## src/rtl/osm_pkg.sv

```systemverilog
// Shared types and codes for the order-statistic multiset.
// Used by osm_cell and order_statistic_multiset; no other dependencies.
package osm_pkg;

    localparam int ActionBits = 5;
    localparam int FieldBits  = 32;
    localparam int KBits      = 6;
    localparam int NumBits    = 8;
    localparam int OccBits    = 7;

    localparam logic [ActionBits-1:0] ACT_INSERT   = 5'd0;
    localparam logic [ActionBits-1:0] ACT_DISCARD  = 5'd1;
    localparam logic [ActionBits-1:0] ACT_POP_MIN  = 5'd2;
    localparam logic [ActionBits-1:0] ACT_POP_MAX  = 5'd3;
    localparam logic [ActionBits-1:0] ACT_MIN      = 5'd4;
    localparam logic [ActionBits-1:0] ACT_MAX      = 5'd5;
    localparam logic [ActionBits-1:0] ACT_FLOOR    = 5'd6;
    localparam logic [ActionBits-1:0] ACT_LOWER    = 5'd7;
    localparam logic [ActionBits-1:0] ACT_CEILING  = 5'd8;
    localparam logic [ActionBits-1:0] ACT_HIGHER   = 5'd9;
    localparam logic [ActionBits-1:0] ACT_KTH_MIN  = 5'd10;
    localparam logic [ActionBits-1:0] ACT_KTH_MAX  = 5'd11;
    localparam logic [ActionBits-1:0] ACT_CONTAINS = 5'd12;
    localparam logic [ActionBits-1:0] ACT_COUNT    = 5'd13;
    localparam logic [ActionBits-1:0] ACT_RANK_TOP = 5'd14;
    localparam logic [ActionBits-1:0] ACT_RANK_TPL = 5'd15;
    localparam logic [ActionBits-1:0] ACT_RANK_BOT = 5'd16;
    localparam logic [ActionBits-1:0] ACT_RANK_BTR = 5'd17;

    localparam logic [1:0] STATUS_OK        = 2'd0;
    localparam logic [1:0] STATUS_NOT_FOUND = 2'd1;
    localparam logic [1:0] STATUS_FULL      = 2'd2;

    typedef struct packed {
        logic [ActionBits-1:0]      action;
        logic signed [FieldBits-1:0] value;
        logic [KBits-1:0]           rank_index;
    } osm_in_t;

    typedef struct packed {
        logic signed [FieldBits-1:0] result_value;
        logic signed [NumBits-1:0]   result_number;
        logic [1:0]                  status;
        logic [OccBits-1:0]          occupancy_out;
    } osm_out_t;

    // Per-cycle control broadcast to every cell of the chain.
    typedef struct packed {
        logic sample;   // latch compare flags against the new operand
        logic ins;      // open a slot at the insert point and shift right
        logic del;      // close the slot at the first cell not below x
        logic pop;      // shift the whole chain one place toward cell 0
    } osm_ctl_t;

endpackage

```

## src/rtl/osm_cell.sv

```systemverilog
// One cell of the sorted chain: holds a value and its compare flags.
// Depends on osm_pkg for the control struct.
module osm_cell
    import osm_pkg::*;
#(
    parameter int VALUE_BITS = 32
) (
    input  logic                         aclk,
    input  logic                         aresetn,
    input  osm_ctl_t                     ctl,
    input  logic                         valid_in,
    input  logic signed [VALUE_BITS-1:0] x_in,
    input  logic signed [VALUE_BITS-1:0] x_hold,
    input  logic signed [VALUE_BITS-1:0] left_val,
    input  logic                         left_le,
    input  logic signed [VALUE_BITS-1:0] right_val,
    output logic signed [VALUE_BITS-1:0] val,
    output logic                         lt,
    output logic                         le
);

    logic signed [VALUE_BITS-1:0] val_reg;
    logic                         lt_reg;
    logic                         le_reg;

    always_ff @(posedge aclk) begin
        if (!aresetn) begin
            lt_reg <= 1'b0;
            le_reg <= 1'b0;
        end else if (ctl.sample) begin
            lt_reg <= valid_in && (val_reg < x_in);
            le_reg <= valid_in && (val_reg <= x_in);
        end
    end

    always_ff @(posedge aclk) begin
        if (ctl.ins && !le_reg) begin
            val_reg <= left_le ? x_hold : left_val;
        end else if ((ctl.del && !lt_reg) || ctl.pop) begin
            val_reg <= right_val;
        end
    end

    assign val = val_reg;
    assign lt  = lt_reg;
    assign le  = le_reg;

endmodule

```

## config.mk

```make
export PLATFORM = sky130hd
export DESIGN_NAME = osm_cell
export DESIGN_NICKNAME = d
export VERILOG_FILES = /design/src/rtl/osm_pkg.sv /design/src/rtl/osm_cell.sv
export SDC_FILE = /design/constraint.sdc
export NUM_CORES = 1
export LEC_CHECK = 0
export ABC_CLOCK_PERIOD_IN_PS = 4000
export BUFFER_PORTS_ARGS = -buffer_cell sky130_fd_sc_hd__buf_2
export CAP_MARGIN = 15
export CORE_MARGIN = 3
export CORE_UTILIZATION = 37
export DETAILED_ROUTE_END_ITERATION = 8
export PLACE_DENSITY = 0.83
export SKIP_LAST_GASP = 1
export SYNTH_ARGS = -nofsm -noshare
export SYNTH_HDL_FRONTEND = slang
export SYNTH_SLANG_ARGS = --single-unit
```

## constraint.sdc

```tcl
create_clock -name aclk -period 4 [get_ports aclk]
set_clock_uncertainty 0.2 [all_clocks]
set_input_delay 0.2 -clock aclk [delete_from_list [all_inputs] [get_ports aclk]]
set_output_delay 0.2 -clock aclk [all_outputs]
set_load 0.01 [all_outputs]
```

# == Word-level counts from Yosys, hierarchy flattened ==
# Cells that the tools add are included.
# op_classes
n_lt_le_gt_ge,2
reduce_logical,8
muxes,3
# op_table
cell,count
two-way mux 32 bit,3
less-or-equal comparator 32 bit,1
less-than comparator 32 bit,1
logical AND 1 bit,4
logical NOT 1 bit,2
nonzero test 2 bit,1
logical OR 1 bit,1
# totals
register_bits,34
out_inout_bits,34
elab_cells,16

# == Longest topological paths before layout ==
# Gate-level depths: netlist of run 1.
# logic_depth
word_depth,5
mapped_depth,8
mapped_depth_nobuf,8

# == Worst setup path before layout of run 1 ==
# Ideal clock, no wire load.
# synth_timing
path_kind,register -> register
from,"register val_reg[17], in the netlist val[17]"
to,"register lt_reg, in the netlist lt"
required_time_ns,3.727
slack_ns,1.404
n_path_buf,0
arrival_time_ns,2.323
path_stages_with_launch,8
setup_time_ns,0.073
cell_sequence,edfxtp_1 > ha_1 > a21o_1 > a221o_1 > a22o_1 > or4_1 > or4_4 > o211ai_2
# synth_via
elab_chain_len,2
# synth_lines
item,line_no,rtl
"start, declared",osm_cell.sv:22,logic signed [VALUE_BITS-1:0] val_reg;
"start signal, assigned",osm_cell.sv:38,val_reg <= left_le ? x_hold : left_val;
"start signal, assigned",osm_cell.sv:40,val_reg <= right_val;
less-than comparator 32 bit,osm_cell.sv:31,lt_reg <= valid_in && (val_reg < x_in);
logical AND 1 bit,osm_cell.sv:31,
"end signal, assigned",osm_cell.sv:31,
"end, declared",osm_cell.sv:23,logic lt_reg;
# Every way passes these cells.
# A chain may end at the register's enable or synchronous reset.

# == Worst setup path after layout of run 1 ==
# Ends and elaborated chain as after synthesis.

==> results.md, run 1 <==
- Run status: completed
- Worst reg2reg path endpoint: lt$_SDFFE_PN0P_
- Hold Vio Cnt, Final: 0
- DIE AREA: 0.007823 mm2
- DRC errors left: 0
- Delay-heaviest family, CP: simple AND/OR/NAND/NOR gates
- Layout cells sized above 1: 39.82%
- Die height: 88.45 um
- Hold path start: right_val[10]
- Hold Crit Class: input port to register
- First-pass GRT wire length: 10920 um
- Vias in the first global route: 2524
- VDD IR max: 0.1844 mV
- WL final: 7276 um
- GR Overflow Total: 0
- Mapped Nets: 438
- Slew Limit Fails: 0
- Post-layout min period: 2.660 ns
- Power Density: 294.4 mW/mm2
- Critical path class: register to register
- Clock slew at reported path FFs: 0.07 ns
- Hold EP: val[10]$_DFFE_PP_
- Worst-Skew Late Latency: 0.28 ns
- Crit path max fanout: 2
- Synth warn: 0
- Detail Route Antenna Nets: 0
- First DRT Iteration DRCs: 85
- Placed cell area: 0.003426 mm2
- Pin count of the biggest net entering global routing: 66
- Endpoints failing setup: 0
- Cells on worst reg2reg path: 7
- Seq/Total Area, Yosys: 39.80%
- Post-DP HPWL: 6001 um
- Max reg flops: 32
- Worst path bufs/invs: 0
- RSZ-0062 raised after global routing: no
- Nets: 614
- Global Route Usage Sum: 17.86%
- Placed Instances: 506
- Antenna Cells: 0
- Relative slew margins: 35.11%
- Crit. Startpoint: val[17]$_DFFE_PP_
- Total CTS buffers: 5
- Router iterations before antenna repair: 4
- CTS Buffer Depth: 2
- Critical path's largest stage delay: 0.44 ns
- Ranking of synthesized cells by area: edfxtp_1 38%, ha_1 16%, mux2i_1 13%, o21ai_0 7.2%, nand2_1 6.7%
- Achievable clock frequency: 375.9 MHz
- Synth top area share: 38.21%
- DR WL/cell: 13.89 um
- Critical Path Sink Type: register
- Layout Area Growth over Synthesis: 43.38%
- Row Count: 29
- Arr. time, crit path: 2.67 ns
- Final Wtd Congestion: 0.8599
- DR vias/cell: 4.906
- CTS root buf: clkbuf_8
- Final clock period utilization by the worst path: 66.51%
- Vias: 2571
- # IOs: 170
- Critical path, cell by cell: ha_1 > a21o_1 > a221o_1 > a22o_1 > or4_1 > or4_4 > o211ai_2
- Syn Area/Cell: 9.314 um2
- Initial antenna violation count: 0
- #FFs+latches synth: 34
- Core Region: 0.006459 mm2
- Worst-Margin Slew: 0.9699 ns
- H-Tree Depth: 2
- Post-Synthesis Cell Area: 0.002515 mm2
- Flop2flop setup slack: 1.34 ns
- Power consumption: 0.001062 W
- CP max-delay cell: or4_4
- Die Wd: 88.45 um
- Post-CTS setup buffers: 0
- Setup crit start kind: register
- Synth area leader: edfxtp_1
- Starting Density: 38.94%
- Distinct cells, synth: 25
- Setup TNS: 0 ns
- Worst hold path stage count: 3
- Req. time, crit path: 4.01 ns
- Static Leak: 1.974 nW
- Worst r2r src: val[17]$_DFFE_PP_
- Max-cap check violation count: 0
- Clock tree sinks: 34
- Syn Inst Count: 270
- TritonCTS clock tree: yes
- Final Non-Filler Cells: 524
- Port bufs: 169
- Final Cell Area: 0.003606 mm2
## logic make-up (layout without fill, tap and decap cells)
family,count (synthesis),after routing,share of synthesized area (%)
AO/OA/AOI/OAI,58,58,12.74
adder cells (fa/ha/maj),32,32,15.92
buffers and inverters,47,224,7.015
flip-flops,34,34,39.80
multiplexers,32,32,12.74
AND/OR/NAND/NOR,67,67,11.79
## worst max path at each step
stage | endpoint | slack, ns | cells past startpoint
floorplan | lt$_SDFFE_PN0P_ | 1.40 | 7
global placement | lt$_SDFFE_PN0P_ | 1.41 | 7
detailed placement | lt$_SDFFE_PN0P_ | 1.34 | 7
CTS | lt$_SDFFE_PN0P_ | 1.32 | 7
global route | lt$_SDFFE_PN0P_ | 1.28 | 7
finish | lt$_SDFFE_PN0P_ | 1.34 | 7
## cell usage after synthesis
cell type,n
a22o_1,1
or4_4,1
or4_1,1
a221oi_1,1
o22ai_1,1
o211ai_2,1
nand2b_1,2
dfxtp_1,2
a31oi_1,1
ha_1,32
a21o_1,3
clkbuf_1,9
buf_1,2
nand2_1,45
mux2i_1,32
and2_0,1
a21oi_1,13
nor2_1,4
nor4_1,2
o21ai_0,36
nand3_1,5
inv_1,36
nand4_1,6
a221o_1,1
edfxtp_1,32
## layout make-up
class	count	area, um2
Tap cell	77	96.34
Timing Repair Buffer	180	953.4
Inverter	36	135.1
Sequential cell	34	1001
Multi-Input combinational cell	189	1340
Fill cell	600	2853
Clock inverter	3	11.26
Clock buffer	5	68.82
## timing repair
item / 4_1_cts / 5_1_grt
hold buffers: 9 / 1
gates resized for setup: 0 / 0
endpoints found under the hold margin: 9 / 1
## metrics by stage
stage | hold slack (ns) | utilization, % | setup WS, ns
2_1_floorplan | 0.1206 | - | 1.404
3_3_place_gp | 0.2506 | 53.04 | 1.411
3_5_place_dp | 0.2607 | 53.04 | 1.339
4_1_cts | 0.00009659 | 55.68 | 1.324
5_1_grt | 0.006443 | 55.83 | 1.278
6_report | 0.006461 | 55.83 | 1.340
## per-layer routing
metal	vias to the layer above	global-route usage [%]	share of wire [%]
met2	95	33.45	55
met4	0	5.357	1.1
met1	1164	19.88	39
li1	1304	-	-
met3	8	4.283	5.9
met5	-	0	0
## worst min-delay path: stages
cell,delay (ns)
buf_2,0.07
nand2_1,0.04
o21ai_0,0.06
## cells in the final DEF, fill, tap and decap left out
cell / count
dlygate4sd3_1: 10
a22o_1: 1
clkinv_1: 3
a31oi_1: 1
a21oi_1: 13
o21ai_0: 36
edfxtp_1: 32
and2_0: 1
o211ai_2: 1
nand4_1: 6
buf_4: 1
mux2i_1: 32
a221oi_1: 1
nor4_1: 2
nand2_2: 1
nand2b_1: 2
nand2_1: 44
o22ai_1: 1
ha_1: 32
a221o_1: 1
buf_2: 169
inv_1: 36
nand3_1: 5
or4_4: 1
clkbuf_8: 5
nor2_1: 4
dfxtp_1: 2
or4_1: 1
a21o_1: 3
## power by group
group	total, W	switching, W	leakage [nW]	internal (W)
Combinational	0.000349	0.000181	1.58	0.000167
Clock	0.000238	0.000121	0.0407	0.000116
Sequential	0.000475	0.0000260	0.355	0.000449
Total	0.00106	0.000329	1.97	0.000733
Power figures use the tool's default switching activity.
==> run 2: changes to the inputs <==
--- a/config.mk
+++ b/config.mk
@@ -5,7 +5,7 @@
 export SDC_FILE = /design/constraint.sdc
 export NUM_CORES = 1
 export LEC_CHECK = 0
-export ABC_CLOCK_PERIOD_IN_PS = 4000
+export ABC_CLOCK_PERIOD_IN_PS = 2600
 export BUFFER_PORTS_ARGS = -buffer_cell sky130_fd_sc_hd__buf_2
 export CAP_MARGIN = 15
 export CORE_MARGIN = 3
==> constraint.sdc (replaced) <==
create_clock -name aclk -period 2.6 [get_ports aclk]
set_clock_uncertainty 0.2 [all_clocks]
set_input_delay 0.13 -clock aclk [delete_from_list [all_inputs] [get_ports aclk]]
set_output_delay 0.13 -clock aclk [all_outputs]
set_load 0.01 [all_outputs]
==> run 2 against run 1 <==
The run now ends with negative setup slack left; cell count grew 5.5%; register-to-register slack lost 1.4 ns; worst hold slack better by 0.00067 ns; clock-buffer cell count unchanged; largest cell class unchanged; total power grew 58%; clock power is 51% higher.
==> results.md, run 2 (synthesis results as in run 1) <==
- Run status: finished, violations left
- Failing checks: negative setup slack
- TritonCTS clock tree: yes
- Worst-Skew Late Latency: 0.28 ns
- Critical path class: register to register
- First DRT Iteration DRCs: 69
- GR Overflow Total: 0
- CP max-delay cell: or4_4
- Post-layout min period: 2.633 ns
- Final clock period utilization by the worst path: 101.3%
- Critical path's largest stage delay: 0.45 ns
- Relative slew margins: 63.84%
- Router iterations before antenna repair: 4
- Hold path start: left_val[10]
- Arr. time, crit path: 2.63 ns
- Worst Setup EP: lt$_SDFFE_PN0P_
- Post-Route Utilization: 60.65%
- Cells on worst reg2reg path: 7
- Starting Density: 38.94%
- CTS Buffer Depth: 2
- Most frequent cells in the layout: 169 x buf_2, 44 x nand2_1, 36 x inv_1, 36 x o21ai_0, 34 x dlygate4sd3_1
- H-Tree Depth: 2
- Die height: 88.45 um
- DR WL/cell: 14.24 um
- Final Worst Setup Slack: -0.03277 ns
- Most common cell after layout, fill and taps aside: buf_2
- Vias in the first global route: 2552
- Detail Route Antenna Nets: 0
- Core Region: 0.006459 mm2
- DRC errors left: 0
- VDD IR max: 0.1973 mV
- Max-cap check violation count: 0
- Row Count: 29
- Hold Vio Cnt, Final: 0
- Endpoints failing setup: 1
- Hold Crit Class: input port to register
- Critical path, cell by cell: ha_1 > and2_0 > a221o_1 > a22o_1 > or4_4 > or4_4 > o211ai_2
- Power Density: 429.2 mW/mm2
- Port bufs: 169
- Setup WS pre-CTS: -0.07451 ns
- Initial antenna violation count: 0
- Crit path max fanout: 2
- Crit. Startpoint: val[19]$_DFFE_PP_
- CTS root buf: clkbuf_8
- Nets: 643
- Layout Area Growth over Synthesis: 55.77%
- Final Wtd Congestion: 0.8568
- Req. time, crit path: 2.60 ns
- Total CTS buffers: 5
- Max reg flops: 32
- Layout cells sized above 1: 39.08%
- Worst hold margin: 0.007128 ns
- Critical Path Sink Type: register
- Delay-heaviest family, CP: simple AND/OR/NAND/NOR gates
- Static Leak: 2.110 nW
- CP dominant cell by count: or4_4
- Flop2flop setup slack: -0.03 ns
- DR vias/cell: 4.897
- Worst path bufs/invs: 0
- Clock slew at reported path FFs: 0.07 ns
- Worst r2r src: val[19]$_DFFE_PP_
- Pin count of the biggest net entering global routing: 35
- Placed Instances: 509
- Slew Limit Fails: 0
- First-pass GRT wire length: 11430 um
- RSZ-0062 raised after global routing: yes
- Achievable clock frequency: 379.8 MHz
- # IOs: 170
- Vias: 2708
- Worst-Margin Slew: 0.5423 ns
- Post-DP HPWL: 6029 um
- Setup crit start kind: register
- Die Wd: 88.45 um
- Antenna Cells: 0
- Worst reg2reg path endpoint: lt$_SDFFE_PN0P_
- Power consumption: 0.001681 W
- Worst path depth: 7
- DIE AREA: 0.007823 mm2
- WL final: 7876 um
- Clock tree sinks: 34
- Global Route Usage Sum: 18.82%
- Final Non-Filler Cells: 553
run 2: area by class of cell:
| type | count | area, um2 |
|---|---|---|
| Inverter | 36 | 135.1 |
| Multi-Input combinational cell | 189 | 1361 |
| Clock inverter | 3 | 11.26 |
| Sequential cell | 34 | 1001 |
| Timing Repair Buffer | 209 | 1244 |
| Tap cell | 77 | 96.34 |
| Clock buffer | 5 | 68.82 |
| Fill cell | 536 | 2541 |
run 2: worst min-delay path: stages:
cell,delay [ns]
buf_2,0.07
mux2i_1,0.05
o21ai_0,0.13
run 2: metal layers:
layer,track usage (%),share of wire [%],vias to the layer above
met4,5.220,1.3,0
met2,35.76,55,99
met1,21.06,38,1233
li1,-,-,1366
met5,0,0,-
met3,3.911,5.7,10
run 2: worst min-delay path by stage:
stage	to	slack (ns)	cells after the start
CTS	val[10]$_DFFE_PP_	0.0007	3
floorplan	lt$_SDFFE_PN0P_	0.05	1
detailed placement	le$_SDFFE_PN0P_	0.20	3
global route	val[10]$_DFFE_PP_	0.02	3
finish	val[10]$_DFFE_PP_	0.007	3
global placement	le$_SDFFE_PN0P_	0.18	3
run 2: repair_timing:
item	4_1_cts	5_1_grt
setup buffers	1	1
endpoints found under the setup margin	2	2
pin swaps	2	3
gates cloned	0	0
hold buffers	34	0
endpoints found under the hold margin	34	0
resized for setup	1	2
run 2: report_power, final:
part	switching, W	internal, W
Clock	0.000181	0.000179
Combinational	0.000292	0.000296
Sequential	0.0000414	0.000692
run 2: metrics by stage:
| stage | instance area, um2 | TNS, ns |
|---|---|---|
| floorplan | 2515 | 0 |
| global placement | 3461 | -0.007563 |
| detailed placement | 3461 | -0.1258 |
| CTS | 3892 | -0.1229 |
| global route | 3918 | -0.1036 |
| finish | 3918 | -0.03277 |
==> run 3: changes to the inputs <==
--- a/config.mk
+++ b/config.mk
@@ -8,10 +8,12 @@
 export ABC_CLOCK_PERIOD_IN_PS = 2600
 export BUFFER_PORTS_ARGS = -buffer_cell sky130_fd_sc_hd__buf_2
 export CAP_MARGIN = 15
+export CELL_PAD_IN_SITES_DETAIL_PLACEMENT = 1
+export CELL_PAD_IN_SITES_GLOBAL_PLACEMENT = 1
 export CORE_MARGIN = 3
-export CORE_UTILIZATION = 37
+export CORE_UTILIZATION = 29
 export DETAILED_ROUTE_END_ITERATION = 8
-export PLACE_DENSITY = 0.83
+export PLACE_DENSITY = 0.91
 export SKIP_LAST_GASP = 1
 export SYNTH_ARGS = -nofsm -noshare
 export SYNTH_HDL_FRONTEND = slang
==> run 3 against run 2 <==
Global-route usage decreased by 0.57 points; cell count increased by 5.2%; the run still ends with negative setup slack left; die area rose by 26%; flip-flop and latch count stayed put; sequential power hardly changed; highest routed layer unchanged.
==> results.md, run 3 (synthesis results as in run 1) <==
- Layout Area Growth over Synthesis: 57.81%
- Worst-Margin Slew: 0.6395 ns
- Max-cap check violation count: 0
- GR Overflow Total: 0
- Die height: 99.13 um
- First-pass GRT wire length: 14300 um
- Clock tree sinks: 34
- Pin count of the biggest net entering global routing: 34
- Critical path class: register to register
- Static Leak: 2.114 nW
- Relative slew margins: 57.37%
- Comb pwr share: 34.8%
- Critical path's largest stage delay: 0.44 ns
- Post-layout min period: 2.603 ns
- Setup crit start kind: register
- DR WL/cell: 16.19 um
- Final Non-Filler Cells: 582
- Power consumption: 0.001750 W
- Switching part of the total: 31.09%
- Most frequent cells in the layout: 169 x buf_2, 44 x nand2_1, 36 x inv_1, 36 x o21ai_0, 34 x dlygate4sd3_1
- Routed met1 length: 3421 um
- CTS Buffer Depth: 2
- Final Worst Setup Slack: -0.002976 ns
- Clock share of power: 23.2%
- Hold Vio Cnt, Final: 0
- Detail Route Antenna Nets: 0
- Placed Instances: 539
- Most common cell after layout, fill and taps aside: buf_2
- RSZ-0062 raised after global routing: yes
- Max reg flops: 32
- TritonCTS clock tree: yes
- CP max-delay cell: or4_4
- Layout cells sized above 1: 39.83%
- Critical Path Sink Type: register
- Router iterations before antenna repair: 4
- Worst-Skew Late Latency: 0.28 ns
- Hold Crit Class: input port to register
- Critical path, cell by cell: ha_4 > a21o_1 > a221o_1 > a22o_1 > or4_4 > or4_4 > o211ai_2
- Arr. time, crit path: 2.61 ns
- Failing checks: negative setup slack
- DIE AREA: 0.009826 mm2
- Placed cell area: 0.003498 mm2
- Run status: finished, violations left
- Post-DP HPWL: 7203 um
- Crit path max fanout: 2
- # IOs: 170
- Final clock period utilization by the worst path: 100.1%
- Vias: 2804
- Row Count: 33
- Antenna Cells: 0
- H-Tree Depth: 2
- Core Region: 0.008299 mm2
- Clock slew at reported path FFs: 0.07 ns
- Nets: 644
- Die Wd: 99.13 um
- Achievable clock frequency: 384.2 MHz
- Initial antenna violation count: 0
- Final Cell Area: 0.003969 mm2
- Worst hold margin: 0.008733 ns
- Psw: 0.0005440 W
- Global Route Usage Sum: 18.25%
- DR vias/cell: 4.818
- WL met2: 5341 um
- Port bufs: 169
- Total CTS buffers: 5
- CTS root buf: clkbuf_8
- Req. time, crit path: 2.61 ns
- Worst path bufs/invs: 0
- Slew Limit Fails: 0
- WL final: 9423 um
- DR top layer: met4
- CP dominant cell by count: or4_4
- First DRT Iteration DRCs: 50
- Sequential Power Share: 42.0%
- Power Density: 440.9 mW/mm2
- Final Wtd Congestion: 0.7783
- Cell internal pwr: 0.001206 W
- VDD IR max: 0.1655 mV
- DRC errors left: 0
- Wire length on met3: 478 um
- Vias in the first global route: 3050
- Starting Density: 30.30%
- Delay-heaviest family, CP: simple AND/OR/NAND/NOR gates
- Endpoints failing setup: 1
## run 3: cell count changes in the layout (fill, tap and decap cells not counted)
cell	previous run	this run
and2_4	0	1
nand3_2	1	0
clkbuf_8	5	6
nand3_1	4	5
clkbuf_1	0	1
clkinv_2	0	1
ha_4	1	2
ha_1	31	30
and2_0	1	0
buf_4	5	7
buf_12	1	0
clkinv_1	3	0
## run 3: per-layer routing
layer / track usage, % / vias to the layer above
li1: - / 1366
met1: 18.34 / 1333
met2: 37.04 / 93
met3: 3.787 / 12
met4: 5.252 / 0
met5: 0 / -
## run 3: final timing paths
path	startpoint	endpoint	slack, ns	depth (start not counted)
max	val[17]$_DFFE_PP_	lt$_SDFFE_PN0P_	-0.003	7
min	left_val[24]	val[24]$_DFFE_PP_	0.009	3
max reg2reg	val[17]$_DFFE_PP_	lt$_SDFFE_PN0P_	-0.003	7
min reg2reg	lt$_SDFFE_PN0P_	lt$_SDFFE_PN0P_	0.34	2
## run 3: metrics by stage
stage               setup WS [ns]   TNS [ns]  utilization [%]
detailed placement       -0.07532    -0.1248            42.15
CTS                      -0.03772   -0.04935            47.67
floorplan                0.003518          0                -
finish                  -0.002976  -0.002976            47.82
global placement        -0.005217  -0.005217            42.15
global route             -0.07369    -0.1215            47.82
## run 3: worst register-to-register path, stage by stage, from the launching register on
cell,delay [ns]
edfxtp_1,0.43
ha_4,0.24
a21o_1,0.17
a221o_1,0.32
a22o_1,0.22
or4_4,0.42
or4_4,0.44
o211ai_2,0.09
## run 3: power by group through the flow
| stage | clock network [W] | registers (W) | logic, W |
|---|---|---|---|
| 3_5_place_dp | 0 | 0.000747 | 0.000554 |
| 5_1_grt | 0.000439 | 0.000745 | 0.000680 |
| 6_report | 0.000406 | 0.000735 | 0.000609 |
| 2_1_floorplan | 0 | 0.000777 | 0.000249 |
| 3_3_place_gp | 0 | 0.000738 | 0.000522 |
| 4_1_cts | 0.000420 | 0.000736 | 0.000608 |
## run 3: area by class of cell
| class | count | area (um2) |
|---|---|---|
| fillers | 995 | 4330 |
| multi-input cells | 189 | 1371 |
| repair buffers | 210 | 1239 |
| flip-flops and latches | 34 | 1001 |
| inverters | 36 | 135.1 |
| well taps | 105 | 131.4 |
| clock buffers | 7 | 86.33 |
| clock inverters | 1 | 5.005 |
## run 3: timing repair
item | CTS | global route
hold buffers | 34 | 0
setup endpoints to repair | 2 | 2
setup buffers | 1 | 0
pin swaps | 2 | 1
endpoints found under the hold margin | 34 | 0
resized for setup | 4 | 1
